[src/hcd_pkg.sv]
`timescale 1ns / 1ps

package hcd_pkg;

   // Characters that steer the size line
   localparam logic [7:0] CHAR_LF  = 8'h0A;
   localparam logic [7:0] CHAR_CR  = 8'h0D;
   localparam logic [7:0] CHAR_SP  = 8'h20;
   localparam logic [7:0] CHAR_TAB = 8'h09;

   // Queue between front and back
   localparam int QUEUE_DEPTH = 2;
   localparam int QUEUE_IDX_W = 1;
   localparam int QUEUE_CNT_W = 2;

   // One classified input beat
   typedef struct packed {
      logic [7:0] data;
      logic       is_lf;
      logic       is_cr;
      logic       is_blank;
      logic       is_hex;
      logic [3:0] hex_val;
   } beat_type;

   typedef struct packed {
      logic     valid;
      beat_type beat;
   } push_type;

   typedef struct packed {
      logic                   full;
      logic                   empty;
      logic [QUEUE_CNT_W-1:0] count;
   } queue_status_type;

   typedef struct packed {
      logic pop;
      logic done;
      logic enable;
   } back_status_type;

   // Decoding phase
   typedef enum logic [3:0] {
      PH_SIZE = 4'b0001,
      PH_DATA = 4'b0010,
      PH_CRLF = 4'b0100,
      PH_DONE = 4'b1000
   } phase_type;

   // Position on the size line
   typedef enum logic [2:0] {
      LM_LEAD = 3'b001,
      LM_HEX  = 3'b010,
      LM_REST = 3'b100
   } line_mode_type;

endpackage

[src/hcd_req_if.sv]
`timescale 1ns / 1ps

interface hcd_req_if;
   logic       valid;
   logic       ready;
   logic [7:0] in_byte;

   modport source (output valid, output in_byte, input ready);
   modport sink (input valid, input in_byte, output ready);
endinterface

[src/hcd_rsp_if.sv]
`timescale 1ns / 1ps

interface hcd_rsp_if;
   logic       valid;
   logic       ready;
   logic [7:0] out_byte;
   logic       stream_end;

   modport source (output valid, output out_byte, output stream_end, input ready);
   modport sink (input valid, input out_byte, input stream_end, output ready);
endinterface

[src/http_chunked_decoder.sv]
`timescale 1ns / 1ps

// Channel  Dir  Handshake      Payload
// req      in   valid/ready    in_byte[7:0]
// rsp      out  valid/ready    out_byte[7:0], stream_end
// csr      in   csr_wr_en      csr_wr_data (chunked_enable)
//
// One beat per cycle sustained while rsp is ready; each beat updates the back's state as it is popped.
// An accepted beat is stored in the queue, then its result goes to the output register on rsp.
// A two-entry queue parts the front from the back; an output register parts the back from rsp.
// Reset is synchronous: decoding restarts on a size line and chunked mode is off.
// A stall on rsp holds the output register; req keeps accepting until the queue is full.

module http_chunked_decoder #(
   parameter int SIZE_WIDTH = 32
) (
   input  logic      clock,
   input  logic      reset,
   hcd_req_if.sink   req,
   hcd_rsp_if.source rsp,
   input  logic      csr_wr_en,
   input  logic      csr_wr_data
);
   import hcd_pkg::*;

   push_type         push;
   queue_status_type q_status;
   beat_type         head;
   logic             pop;
   back_status_type  b_status;

   hcd_front u_front (
      .req      (req),
      .q_status (q_status),
      .push     (push)
   );

   hcd_queue u_queue (
      .clock  (clock),
      .reset  (reset),
      .push   (push),
      .pop    (pop),
      .head   (head),
      .status (q_status)
   );

   hcd_back #(
      .SIZE_WIDTH (SIZE_WIDTH)
   ) u_back (
      .clock       (clock),
      .reset       (reset),
      .csr_wr_en   (csr_wr_en),
      .csr_wr_data (csr_wr_data),
      .q_status    (q_status),
      .head        (head),
      .pop         (pop),
      .status      (b_status),
      .rsp         (rsp)
   );

   // End marker carries a zero byte
   a_end_zero: assert property (@(posedge clock) disable iff (reset)
      rsp.valid && rsp.stream_end |-> rsp.out_byte == 8'd0)
      else $error("stream end with nonzero byte");

   // An accepted beat lands in the queue
   a_push_lands: assert property (@(posedge clock) disable iff (reset)
      req.valid && req.ready |=> q_status.count != '0)
      else $error("accepted beat lost in queue");

   // Queue never exceeds its depth
   a_queue_depth: assert property (@(posedge clock) disable iff (reset)
      q_status.count <= QUEUE_CNT_W'(QUEUE_DEPTH))
      else $error("queue overfilled");

   // Once done, chunked beats give no result
   a_done_silent: assert property (@(posedge clock) disable iff (reset)
      b_status.pop && b_status.done && b_status.enable |=> !rsp.valid)
      else $error("result after terminal chunk");

endmodule

[src/hcd_front.sv]
`timescale 1ns / 1ps

module hcd_front (
   hcd_req_if.sink               req,
   input  hcd_pkg::queue_status_type q_status,
   output hcd_pkg::push_type      push
);
   import hcd_pkg::*;

   logic ready;

   // Sort a byte into the classes the size line cares about
   function automatic beat_type classify(input logic [7:0] c);
      beat_type b;
      b.data     = c;
      b.is_lf    = (c == CHAR_LF);
      b.is_cr    = (c == CHAR_CR);
      b.is_blank = (c == CHAR_SP) || (c == CHAR_TAB);
      b.is_hex   = 1'b1;
      b.hex_val  = 4'd0;
      case (c) inside
         [8'h30:8'h39]: b.hex_val = c[3:0];
         [8'h41:8'h46],
         [8'h61:8'h66]: b.hex_val = 4'(c[2:0] + 3'd1) + 4'd8;
         default:       b.is_hex = 1'b0;
      endcase
      return b;
   endfunction

   // Accept a beat whenever the queue has room
   assign ready      = !q_status.full;
   assign req.ready  = ready;
   assign push.valid = req.valid && ready;
   assign push.beat  = classify(req.in_byte);

endmodule

[src/hcd_queue.sv]
`timescale 1ns / 1ps

module hcd_queue (
   input  logic                      clock,
   input  logic                      reset,
   input  hcd_pkg::push_type         push,
   input  logic                      pop,
   output hcd_pkg::beat_type         head,
   output hcd_pkg::queue_status_type status
);
   import hcd_pkg::*;

   beat_type               mem_ff [QUEUE_DEPTH];
   logic [QUEUE_IDX_W-1:0] wr_ptr_ff, wr_ptr_in;
   logic [QUEUE_IDX_W-1:0] rd_ptr_ff, rd_ptr_in;
   logic [QUEUE_CNT_W-1:0] count_ff, count_in;

   // Advance pointers and count
   always_comb begin
      wr_ptr_in = wr_ptr_ff;
      rd_ptr_in = rd_ptr_ff;
      count_in  = count_ff;
      if (push.valid) begin
         wr_ptr_in = wr_ptr_ff + 1'b1;
      end
      if (pop) begin
         rd_ptr_in = rd_ptr_ff + 1'b1;
      end
      if (push.valid && !pop) begin
         count_in = count_ff + 1'b1;
      end else if (!push.valid && pop) begin
         count_in = count_ff - 1'b1;
      end
   end

   always_ff @(posedge clock) begin
      if (reset) begin
         wr_ptr_ff <= '0;
         rd_ptr_ff <= '0;
         count_ff  <= '0;
      end else begin
         wr_ptr_ff <= wr_ptr_in;
         rd_ptr_ff <= rd_ptr_in;
         count_ff  <= count_in;
      end
   end

   // Store the pushed beat
   always_ff @(posedge clock) begin
      if (push.valid) begin
         mem_ff[wr_ptr_ff] <= push.beat;
      end
   end

   assign head         = mem_ff[rd_ptr_ff];
   assign status.count = count_ff;
   assign status.full  = (count_ff == QUEUE_CNT_W'(QUEUE_DEPTH));
   assign status.empty = (count_ff == '0);

endmodule

[src/hcd_back.sv]
`timescale 1ns / 1ps

module hcd_back #(
   parameter int SIZE_WIDTH = 32
) (
   input  logic                      clock,
   input  logic                      reset,
   input  logic                      csr_wr_en,
   input  logic                      csr_wr_data,
   input  hcd_pkg::queue_status_type q_status,
   input  hcd_pkg::beat_type         head,
   output logic                      pop,
   output hcd_pkg::back_status_type  status,
   hcd_rsp_if.source                 rsp
);
   import hcd_pkg::*;

   logic                  enable_ff;
   phase_type             phase_ff, phase_in;
   line_mode_type         line_mode_ff, line_mode_in;
   logic [SIZE_WIDTH-1:0] bytes_left_ff, bytes_left_in;
   logic [SIZE_WIDTH-1:0] size_accum_ff, size_accum_in;
   logic                  rsp_valid_ff, rsp_valid_in;
   logic [7:0]            out_byte_ff, out_byte_in;
   logic                  stream_end_ff, stream_end_in;
   logic                  emit;

   // Take the head beat when the output register is free or drains this cycle
   assign pop = !q_status.empty && (!rsp_valid_ff || rsp.ready);

   // Per-beat decode
   always_comb begin
      phase_in      = phase_ff;
      line_mode_in  = line_mode_ff;
      bytes_left_in = bytes_left_ff;
      size_accum_in = size_accum_ff;
      emit          = 1'b0;
      out_byte_in   = head.data;
      stream_end_in = 1'b0;
      if (pop) begin
         if (!enable_ff) begin
            emit = 1'b1;
         end else begin
            case (phase_ff)
               PH_SIZE: begin
                  if (head.is_lf) begin
                     size_accum_in = '0;
                     line_mode_in  = LM_LEAD;
                     if (size_accum_ff == '0) begin
                        phase_in      = PH_DONE;
                        emit          = 1'b1;
                        out_byte_in   = 8'd0;
                        stream_end_in = 1'b1;
                     end else begin
                        bytes_left_in = size_accum_ff;
                        phase_in      = PH_DATA;
                     end
                  end else if (head.is_cr) begin
                     line_mode_in = line_mode_ff;
                  end else if (line_mode_ff == LM_LEAD && head.is_blank) begin
                     line_mode_in = line_mode_ff;
                  end else if (line_mode_ff == LM_REST) begin
                     line_mode_in = line_mode_ff;
                  end else if (head.is_hex) begin
                     line_mode_in = LM_HEX;
                     // saturate once a further digit would overflow
                     if (size_accum_ff[SIZE_WIDTH-1 -: 4] != 4'd0) begin
                        size_accum_in = '1;
                     end else begin
                        size_accum_in = {size_accum_ff[SIZE_WIDTH-5:0], head.hex_val};
                     end
                  end else begin
                     line_mode_in = LM_REST;
                  end
               end
               PH_DATA: begin
                  emit = 1'b1;
                  if (bytes_left_ff != '0) begin
                     bytes_left_in = bytes_left_ff - 1'b1;
                  end
                  if (bytes_left_ff <= SIZE_WIDTH'(1)) begin
                     phase_in = PH_CRLF;
                  end
               end
               PH_CRLF: begin
                  if (head.is_lf) begin
                     phase_in = PH_SIZE;
                  end
               end
               default: begin
                  phase_in = phase_ff;
               end
            endcase
         end
      end
   end

   // Load the output register on a result, drop valid when taken
   always_comb begin
      if (emit) begin
         rsp_valid_in = 1'b1;
      end else if (rsp.ready) begin
         rsp_valid_in = 1'b0;
      end else begin
         rsp_valid_in = rsp_valid_ff;
      end
   end

   always_ff @(posedge clock) begin
      if (reset) begin
         enable_ff     <= 1'b0;
         phase_ff      <= PH_SIZE;
         line_mode_ff  <= LM_LEAD;
         bytes_left_ff <= '0;
         size_accum_ff <= '0;
         rsp_valid_ff  <= 1'b0;
      end else begin
         if (csr_wr_en) begin
            enable_ff <= csr_wr_data;
         end
         phase_ff      <= phase_in;
         line_mode_ff  <= line_mode_in;
         bytes_left_ff <= bytes_left_in;
         size_accum_ff <= size_accum_in;
         rsp_valid_ff  <= rsp_valid_in;
      end
   end

   // Hold payload until the next result
   always_ff @(posedge clock) begin
      if (emit) begin
         out_byte_ff   <= out_byte_in;
         stream_end_ff <= stream_end_in;
      end
   end

   assign rsp.valid      = rsp_valid_ff;
   assign rsp.out_byte   = out_byte_ff;
   assign rsp.stream_end = stream_end_ff;

   assign status.pop    = pop;
   assign status.done   = (phase_ff == PH_DONE);
   assign status.enable = enable_ff;

endmodule
[src/flat_wrapper.sv]
// flat-port wrapper written by rule: the top's interface ports become plain ports
module http_chunked_decoder_flat import hcd_pkg::*;
#(
   parameter int SIZE_WIDTH = 32
)
  (clock, reset, csr_wr_en, csr_wr_data, req_valid, req_in_byte, req_ready, rsp_valid, rsp_out_byte, rsp_stream_end, rsp_ready);
  hcd_req_if req_i ();
  hcd_rsp_if rsp_i ();
  input  logic clock;
  input  logic reset;
  input  logic csr_wr_en;
  input  logic csr_wr_data;
  input wire logic [$bits(req_i.valid)-1:0] req_valid;
  input wire logic [$bits(req_i.in_byte)-1:0] req_in_byte;
  output wire logic [$bits(req_i.ready)-1:0] req_ready;
  output wire logic [$bits(rsp_i.valid)-1:0] rsp_valid;
  output wire logic [$bits(rsp_i.out_byte)-1:0] rsp_out_byte;
  output wire logic [$bits(rsp_i.stream_end)-1:0] rsp_stream_end;
  input wire logic [$bits(rsp_i.ready)-1:0] rsp_ready;
  assign req_i.valid = req_valid;
  assign req_i.in_byte = req_in_byte;
  assign req_ready = req_i.ready;
  assign rsp_valid = rsp_i.valid;
  assign rsp_out_byte = rsp_i.out_byte;
  assign rsp_stream_end = rsp_i.stream_end;
  assign rsp_i.ready = rsp_ready;
  http_chunked_decoder #(.SIZE_WIDTH(SIZE_WIDTH)) u_core (.clock(clock), .reset(reset), .req(req_i), .rsp(rsp_i), .csr_wr_en(csr_wr_en), .csr_wr_data(csr_wr_data));
endmodule
[config.mk]
export PLATFORM = sky130hd
export DESIGN_NAME = http_chunked_decoder_flat
export DESIGN_NICKNAME = d
export VERILOG_FILES = /design/src/hcd_pkg.sv /design/src/hcd_req_if.sv /design/src/hcd_rsp_if.sv /design/src/http_chunked_decoder.sv /design/src/hcd_front.sv /design/src/hcd_queue.sv /design/src/hcd_back.sv /design/src/flat_wrapper.sv
export SDC_FILE = /design/constraint.sdc
export NUM_CORES = 1
export LEC_CHECK = 0
export BUFFER_PORTS_ARGS = -buffer_cell sky130_fd_sc_hd__buf_2
export CORE_MARGIN = 3
export CORE_UTILIZATION = 35
export CTS_CLUSTER_DIAMETER = 150
export DETAILED_ROUTE_END_ITERATION = 8
export HOLD_SLACK_MARGIN = 0.06
export PLACE_DENSITY_LB_ADDON = 0.15
export SKIP_CTS_REPAIR_TIMING = 1
export SLEW_MARGIN = 20
export SYNTH_ARGS = -nofsm -noshare
export SYNTH_HDL_FRONTEND = slang
export SYNTH_SLANG_ARGS = --single-unit
[constraint.sdc]
create_clock -name clock -period 2.2 [get_ports clock]
set_input_delay 0 -clock clock [delete_from_list [all_inputs] [get_ports clock]]
set_output_delay 0 -clock clock [all_outputs]
set_load 0.01 [all_outputs]
* Yosys cells after proc, flatten, opt, wreduce, memory -nomap -nowiden *
Memories as Yosys holds them, arrays and structs flattened. A register that Yosys moved wholly into a read port is not among the register bits.
Index checks and enable logic that the tools add are counted.

cells by class
  $add $sub $neg = 7
  multiply operators = 0
  divide/modulo/power cells = 0
  $lt $le $gt $ge = 7
  equal/unequal tests = 18
  shifts and indexed selects = 0
  multiplexer cells = 42
  bitwise operators = 0
  reductions and logical operators = 30

operators with widths
  cell                                                  count
  two-way mux 32 bit                                    9
  case mux 32 bit (2 select lines)                      1
  two-way mux 8 bit                                     5
  <= comparator 32 x 1 -> 1 bit, second input constant  1
  zero test 32 bit                                      1
  nonzero test 32 bit                                   1
  subtractor 32 x 1 -> 32 bit, second input constant    1
  equality test 8 x 4 -> 1 bit, second input constant   3
  two-way mux 4 bit                                     6
  AND reduction 6 bit                                   3
  >= comparator 8 x 7 -> 1 bit, second input constant   2
  <= comparator 8 x 7 -> 1 bit, second input constant   2
  two-way mux 3 bit                                     5
  two-way mux 1 bit                                     12
  case mux 4 bit (3 select lines)                       1
  != test 2 x 1 -> 1 bit, second input constant         5
  equality test 8 x 6 -> 1 bit, second input constant   1
  >= comparator 8 x 6 -> 1 bit, second input constant   1
  <= comparator 8 x 6 -> 1 bit, second input constant   1
  logical AND 1 bit                                     8
  nonzero test 2 bit                                    4
  AND reduction 7 bit                                   1
  != test 2 bit, second input constant                  3
  zero test 1 bit                                       5
  19 further kinds                                      22

storage, ports and cells
  flip-flop bits (word level) = 86
  bits in latches = 0
  RAM bits = 32
  bits in read-only memories = 0
  output and inout bits = 11
  word-level logic and storage cells = 116
  memories kept = 1

memories
  name                   depth  bits a word  rd ports  clocked after Yosys merged registers in  wr ports  RTL line         text
  u_core.u_queue.mem_ff  2      16           1         1                                        1         hcd_queue.sv:13  beat_type mem_ff [QUEUE_DEPTH];

* Longest topological paths before layout *
Gate-level depths: netlist of the first run.

  depth in word-level cells = 7
  depth in mapped cells = 9
  depth with buffers taken out = 8

* Cells and area by module *
A second synthesis of the first run with hierarchy kept.

unflattened totals
  cells, all modules = 620
  area total of the unflattened synthesis = 5770.5 um^2

by module, submodules not included
  module     times used  cells an instance  area an instance (um^2)  sequential area each (um^2)
  hcd_back   1           506                4102.7                   1731.7
  hcd_queue  1           72                 1361.3                   1061.0
  hcd_front  1           42                 306.5                    0.0

* Worst setup path before layout of the first run *
No wires, ideal clock.

  kind = reg-to-reg
  start point = register u_core.u_back.size_accum_ff[28]
  end point = register u_core.u_back.out_byte_ff[0] (netlist: u_core.u_back.rsp.out_byte[0]), enable pin
  library setup time = 0.329 ns
  data arrival time = 2.008 ns
  path slack = -0.137 ns
  stages on the path, launching flop included = 8
  buffers on the path = 1
  cell sequence = dfxtp_1 > or4_1 > clkbuf_1 > or2_2 > nor3_2 > and3_1 > o21ai_0 > inv_1

between the ends
  cells in the longest elaborated chain, start to end = 6

ends and longest elaborated chain
  element                          RTL line         text
  start: declaration               hcd_back.sv:22   logic [SIZE_WIDTH-1:0] size_accum_ff, size_accum_in;
  start signal: assignment         hcd_back.sv:124  size_accum_ff <= size_accum_in;
  zero test 32 bit                 hcd_back.sv:49   if (size_accum_ff == '0) begin
  two-way mux 1 bit                hcd_back.sv:49
  two-way mux 1 bit                hcd_back.sv:46   if (head.is_lf) begin
  case mux 1 bit (2 select lines)  hcd_back.sv:44   case (phase_ff)
  two-way mux 1 bit                hcd_back.sv:41   if (!enable_ff) begin
  two-way mux 1 bit                hcd_back.sv:40   if (pop) begin
  net u_core.u_back.emit           hcd_back.sv:26   logic emit;
  end signal: assignment           hcd_back.sv:132  out_byte_ff <= out_byte_in;
  end: declaration                 hcd_back.sv:24   logic [7:0] out_byte_ff, out_byte_in;

The timed path passes the listed nets, and every way through them passes these cells.
A chain may end at the register's enable or synchronous reset.

* Worst setup path in the final report of the first run *
  start point = register u_core.u_back.bytes_left_ff[8]
  end point = register u_core.u_back.bytes_left_ff[2]

between the ends
  cells in the longest elaborated chain, start to end = 3

ends and longest elaborated chain
  element                        RTL line         text
  start: declaration             hcd_back.sv:21   logic [SIZE_WIDTH-1:0] bytes_left_ff, bytes_left_in;
  start signal: assignment       hcd_back.sv:123  bytes_left_ff <= bytes_left_in;
  nonzero test 32 bit            hcd_back.sv:78   if (bytes_left_ff != '0) begin
  != test 2 bit (no line)        n/a
  AND reduction 6 bit (no line)  n/a

No other way between the ends.

==> results of run 1 <==
-- worst max path at each step --
stage | to | slack, ps | cells after the start
floorplan | u_core.u_back.bytes_left_ff[20] | -10 | 8
global placement | u_core.u_back.rsp.out_byte[7] | -60 | 6
detailed placement | u_core.u_back.rsp.out_byte[0] | -80 | 6
CTS | u_core.u_back.rsp.out_byte[6] | -100 | 6
global route | u_core.u_back.bytes_left_ff[13] | -190 | 7
finish | u_core.u_back.bytes_left_ff[2] | -110 | 8
-- flip-flops by register name, indices dropped and copies added (netlist names), named ones only --
name,count
u_core.u_back.bytes_left_ff,32
u_core.u_queue.rd_ptr_ff,1
u_core.u_back.rsp.valid,1
u_core.u_queue.wr_ptr_ff,1
u_core.u_back.rsp.stream_end,1
u_core.u_back.enable_ff,1
u_core.u_back.phase_ff,4
u_core.u_back.size_accum_ff,32
u_core.u_queue.mem_ff,32
u_core.u_back.line_mode_ff,3
u_core.u_back.rsp.out_byte,8
u_core.u_queue.count_ff,2
-- area by class of cell --
type / instances / area [sq um] / area share
Multi-Input combinational cell: 482 / 3150 / 0.398
Sequential cell: 119 / 2800 / 0.354
Timing Repair Buffer: 126 / 1030 / 0.130
Clock buffer: 17 / 425 / 0.0538
Tap cell: 220 / 275 / 0.0348
Clock inverter: 15 / 176 / 0.0223
Inverter: 13 / 48.8 / 0.00617
Timing Repair inverter: 1 / 7.51 / 0.000950
-- where the power goes --
group / switching [mW] / internal [mW]
registers: 0.105 / 2.55
clock network: 1.25 / 1.54
logic: 0.676 / 0.485
-- per-layer routing --
metal  vias to the layer above  global-route usage  routed length [um]
met5                         -                   0                   0
met3                        14              0.0386                 637
li1                       2624                   -                   -
met4                         0              0.0554                 190
met2                       112               0.275                7780
met1                      2602               0.245                7750
-- cells in the final DEF (no fill, tap or decap), types with 6 or more instances in the layout --
cell type and n:
o21ai_1 15, or2_2 6, mux2i_1 13, clkbuf_16 18, buf_2 24, dlygate4sd3_1 12, a21oi_2 6, buf_4 78
nor3_1 17, a21oi_1 78, ha_1 8, o21ai_2 6, inv_8 6, edfxtp_1 41, dfxtp_1 75, a21o_1 7
buf_12 6, nor2_1 41, mux2_2 7, nand2_1 54, o211ai_1 32, o21ai_0 22, nand2b_1 47, nand3_1 16
nor4_1 9, inv_1 10
-- cell families (layout without fill, tap and decap cells) --
| logic type | count (synthesis) | count (layout) | synth area share |
|---|---|---|---|
| flip-flops | 119 | 119 | 0.467 |
| AND/OR/NAND/NOR | 235 | 236 | 0.209 |
| XOR/XNOR | 4 | 4 | 0.00586 |
| buffers and inverters | 59 | 172 | 0.0431 |
| multiplexers | 21 | 21 | 0.0366 |
| AO/OA/AOI/OAI | 212 | 212 | 0.220 |
| adder cells (fa/ha/maj) | 9 | 9 | 0.0188 |
-- critical path, stage by stage, from the launching register on --
cell       delay (ps)
dfxtp_2           320
or4_4             530
or2_4             300
nor4_4            330
o22a_2            240
buf_4             130
clkbuf_16         150
o21ai_0            80
a21oi_1           140
==> metrics, run 1 <==
run status=finished with violations; violated checks=negative setup slack; n_diodes=0; area grow syn2layout=32.2%; RePlAce Congestion=0.820; hpwl dp=roughly 11 mm; CTS H-Tree Depth=4; post-route setup slack=-112 ps; EDFF count, synth=41; total track usage=0.177; TNS Setup=-1100 ps; Post-synth ARST share=0; row count=47; GR Overflow Total=0; Post-Route WL=approximately 16 mm; die width=137 um; max_slew headroom=0.330; dpl ws=-79.3 ps; crit start category=flop; MaxCap Viol Count=0; CP Max Fanout=11; reg-to-reg startpoint=u_core.u_back.bytes_left_ff[8]; Pwr Total=around 6.6 mW; Core Footprint=between 15000 and 20000 sq um; Worst setup EP type=flop; Power Density=835 nW/um^2; Hold Path Class=in2reg; Critical Path AT=2650 ps; Placed Cells incl. Taps=935; total iterations of the first detailed-routing run=5; Root Driver=clkbuf_16; top post-synthesis cells by area=dfxtp_1 26%, edfxtp_1 21%, a21oi_1 7.2%, nand2b_1 4.9%, o211ai_1 4.0%; fin crit share=1.05; Routed wire per std cell=16.5 um; VDD IR max=about 0.56 mV; most common cell in the synthesized netlist=a21oi_1; RSZ-0062 raised after global routing=yes; Post-Layout Cell Count=993; Post-Route Skew=14.9 ps; share of cells above drive strength 1=0.279; CTS Buf Count=17; worst slew pin tran=between 1000 and 1500 ps; worst reg2reg endpoint=u_core.u_back.bytes_left_ff[2]; total of fill cells in the finished design=1552; fin nets=783; cell area after synthesis=approximately 6000 sq um; leakage power=2.89 nW; critical path class=reg2reg; Detailed Route Iter0 Violations=300; Final Setup Violations=25; Final Slew Violations=0; Clock Latency Late Sink=430 ps; Port Buf Inserts=24; synthesized flop and latch total=~120; critical path launch point=u_core.u_back.bytes_left_ff[8]; hold_sp=reset; Clock Path Buffers=2; routed vias=around 5400; Routed Antenna Nets=0; Mean Syn Cell Area=9.08 sq um; routed vias/inst=5.39; DRC viols=0; syn nets=682; final hold vios=0; Synth Flop Type=dfxtp_1; initial antenna violation count=0; CTS Sinks=119; top cell type's share of synthesized area=0.261; Die ar.=18700 sq um; Cells after Synth=659; cell taking the most area after synthesis=dfxtp_1; Tmin final=between 2000 and 2500 ps; number of global-route vias before repair=4986; dpl cell area=a little under 7000 sq um; CP required=2540 ps; maximum clock frequency=between 400 and 500 MHz; synth unique cells=60; Die Y=137 um; Reg2Reg Setup Slack=-110 ps; pin count of the biggest net entering global routing=50; final instance area=7910 sq um; clk slew on worst S/H paths=60 ps; yosys warns=0; Hold Path Stages=2; final core utilization=0.475; TritonCTS clock tree=done; commonest cells in the netlist=86 x a21oi_1, 78 x dfxtp_1, 56 x nand2_1; Hold Slack=about 250 ps; FF-to-FF path depth=8; Top Ports=25; hold endpoint=u_core.u_back.bytes_left_ff[27]; first-pass GRT wire length=26.0 mm; sequential-to-total area share from yosys stat=0.467; initial cell density of the core=0.359
Power figures use the tool's default switching activity.
==> run 2: changes to the inputs <==
- clock period: 2.2 -> 2.6 ns (I/O delays scaled with it)
==> metrics, run 2 (synthesis results as in run 1) <==
maximum clock frequency=407 MHz; worst-path cell chain=or4_4 > or2_1 > or4_4 > o41ai_2 > nand2_1 > a21oi_1; pin count of the biggest net entering global routing=between 60 and 70; row count=47; met2 Usage GRT=0.271; met1 Usage GRT=0.218; leakage power=2.47 nW; n_diodes=0; fin nets=721; Detailed Route Iter0 Violations=280; area grow syn2layout=19.4%; Die Y=about 140 um; Clk network pwr share=0.419; most common cell after layout, fill and taps aside=a21oi_1; Post-Route WL=15.1 mm; total of fill cells in the finished design=1603; initial cell density of the core=0.359; Die ar.=18700 sq um; CP most frequent cell=or4_4; TritonCTS clock tree=done; initial antenna violation count=0; fin crit share=0.946; final core utilization=0.429; Reg2Reg Setup Slack=approximately 140 ps; net switching power=1.64 mW; Tmin final=2460 ps; CP max-delay cell=or4_4; routed vias=5059; Critical Path AT=2800 ps; clk slew on worst S/H paths=60 ps; MaxCap Viol Count=0; share of cells above drive strength 1=0.167; RePlAce Congestion=0.782; Pwr Total=5.44 mW; die width=137 um; hpwl dp=10.2 mm; RSZ-0062 raised after global routing=no; Power Density=around 760 nW/um^2; max_slew headroom=0.364; number of global-route vias before repair=4895; Clock Latency Late Sink=430 ps; Clock Path Buffers=2; critical path class=reg2reg; Top Ports=25; Final Slew Violations=0; most frequent cells in the layout=86 x a21oi_1, 78 x dfxtp_1, 56 x nand2_1; Worst setup EP type=flop; CTS Sinks=119; total iterations of the first detailed-routing run=5; busiest layer in global routing=met2; Hold Path Class=in2reg; Final Setup Violations=0; total track usage=0.169; CP Max Fanout=8; Routed Antenna Nets=0; Comb pwr share=0.167; Sw Share=0.302; Port Buf Inserts=24; Post-Layout Cell Count=931; Placed Cells incl. Taps=887; Internal Power=3.80 mW; DRC viols=0; met3 usage=0.0375; Post-Route Skew=around 13 ps; Core Footprint=between 15000 and 20000 sq um; VDD IR max=0.474 mV; routed vias/inst=5.43; top flop regs=u_core.u_back.bytes_left_ff (32), u_core.u_back.size_accum_ff (32), u_core.u_queue.mem_ff (32); Root Driver=clkbuf_16; sequential power share=0.414; CTS H-Tree Depth=4; Routed wire per std cell=16.2 um; run status=complete, no violations; final hold vios=0; CTS Buf Count=17; TNS Setup=0 ps; CP required=2950 ps; worst slew pin tran=954 ps; slowest stage delay, CP=roughly 650 ps; crit start category=flop; GR Overflow Total=0; first-pass GRT wire length=between 20 and 30 mm
## run 2: changes by cell type in the layout (fill, tap and decap cells not counted), moves of 5 or more
cell and change:
buf_4 -50, a21oi_1 +8, o21ai_0 +8, a21oi_2 -6, buf_6 -5, o21ai_2 -5
## run 2: per-layer routing
metal | vias up | wire length (um)
li1 | 2506 | -
met1 | 2408 | 6940
met2 | 117 | 7200
met3 | 28 | 596
met4 | 0 | 377
met5 | - | 0
## run 2: final timing paths
check / start / endpoint / cells past startpoint
max: u_core.u_back.bytes_left_ff[8] / u_core.u_back.bytes_left_ff[25] / 6
min: reset / u_core.u_back.enable_ff / 2
max reg2reg: u_core.u_back.bytes_left_ff[8] / u_core.u_back.bytes_left_ff[25] / 6
min reg2reg: u_core.u_back.bytes_left_ff[1] / u_core.u_back.bytes_left_ff[1] / 2
## run 2: power by group through the flow
stage	combinational, mW	sequential [mW]	clock [mW]
2_1_floorplan	0.606	2.28	0
3_3_place_gp	0.883	2.29	0
3_5_place_dp	0.900	2.29	0
4_1_cts	0.905	2.25	2.33
5_1_grt	1.01	2.27	2.40
6_report	0.908	2.25	2.28
## run 2: layout make-up
class / count / area (sq um) / area share
clock buffers: 17 / 425 / 0.0596
clock inverters: 15 / 150 / 0.0210
inverters: 13 / 48.8 / 0.00683
multi-input cells: 481 / 2960 / 0.414
flip-flops and latches: 119 / 2790 / 0.391
well taps: 220 / 275 / 0.0385
repair buffers: 66 / 490 / 0.0687
## run 2: critical path: cells and delay by family (launching register included)
kind / cells / cell delay, ps
and+or+nand+nor: 4 / 1660
DFF: 1 / 350
AOI/OAI and AO/OA: 2 / 360
## run 2: stage by stage
stage / setup slack (ps) / instance area (sq um) / hold WS [ps]
finish: 142 / 7140 / 200
global route: 16.8 / 7140 / 256
CTS: 91.8 / 7020 / -201
detailed placement: 116 / 6450 / 244
global placement: 188 / 6450 / 231
floorplan: 263 / 5980 / 98.9
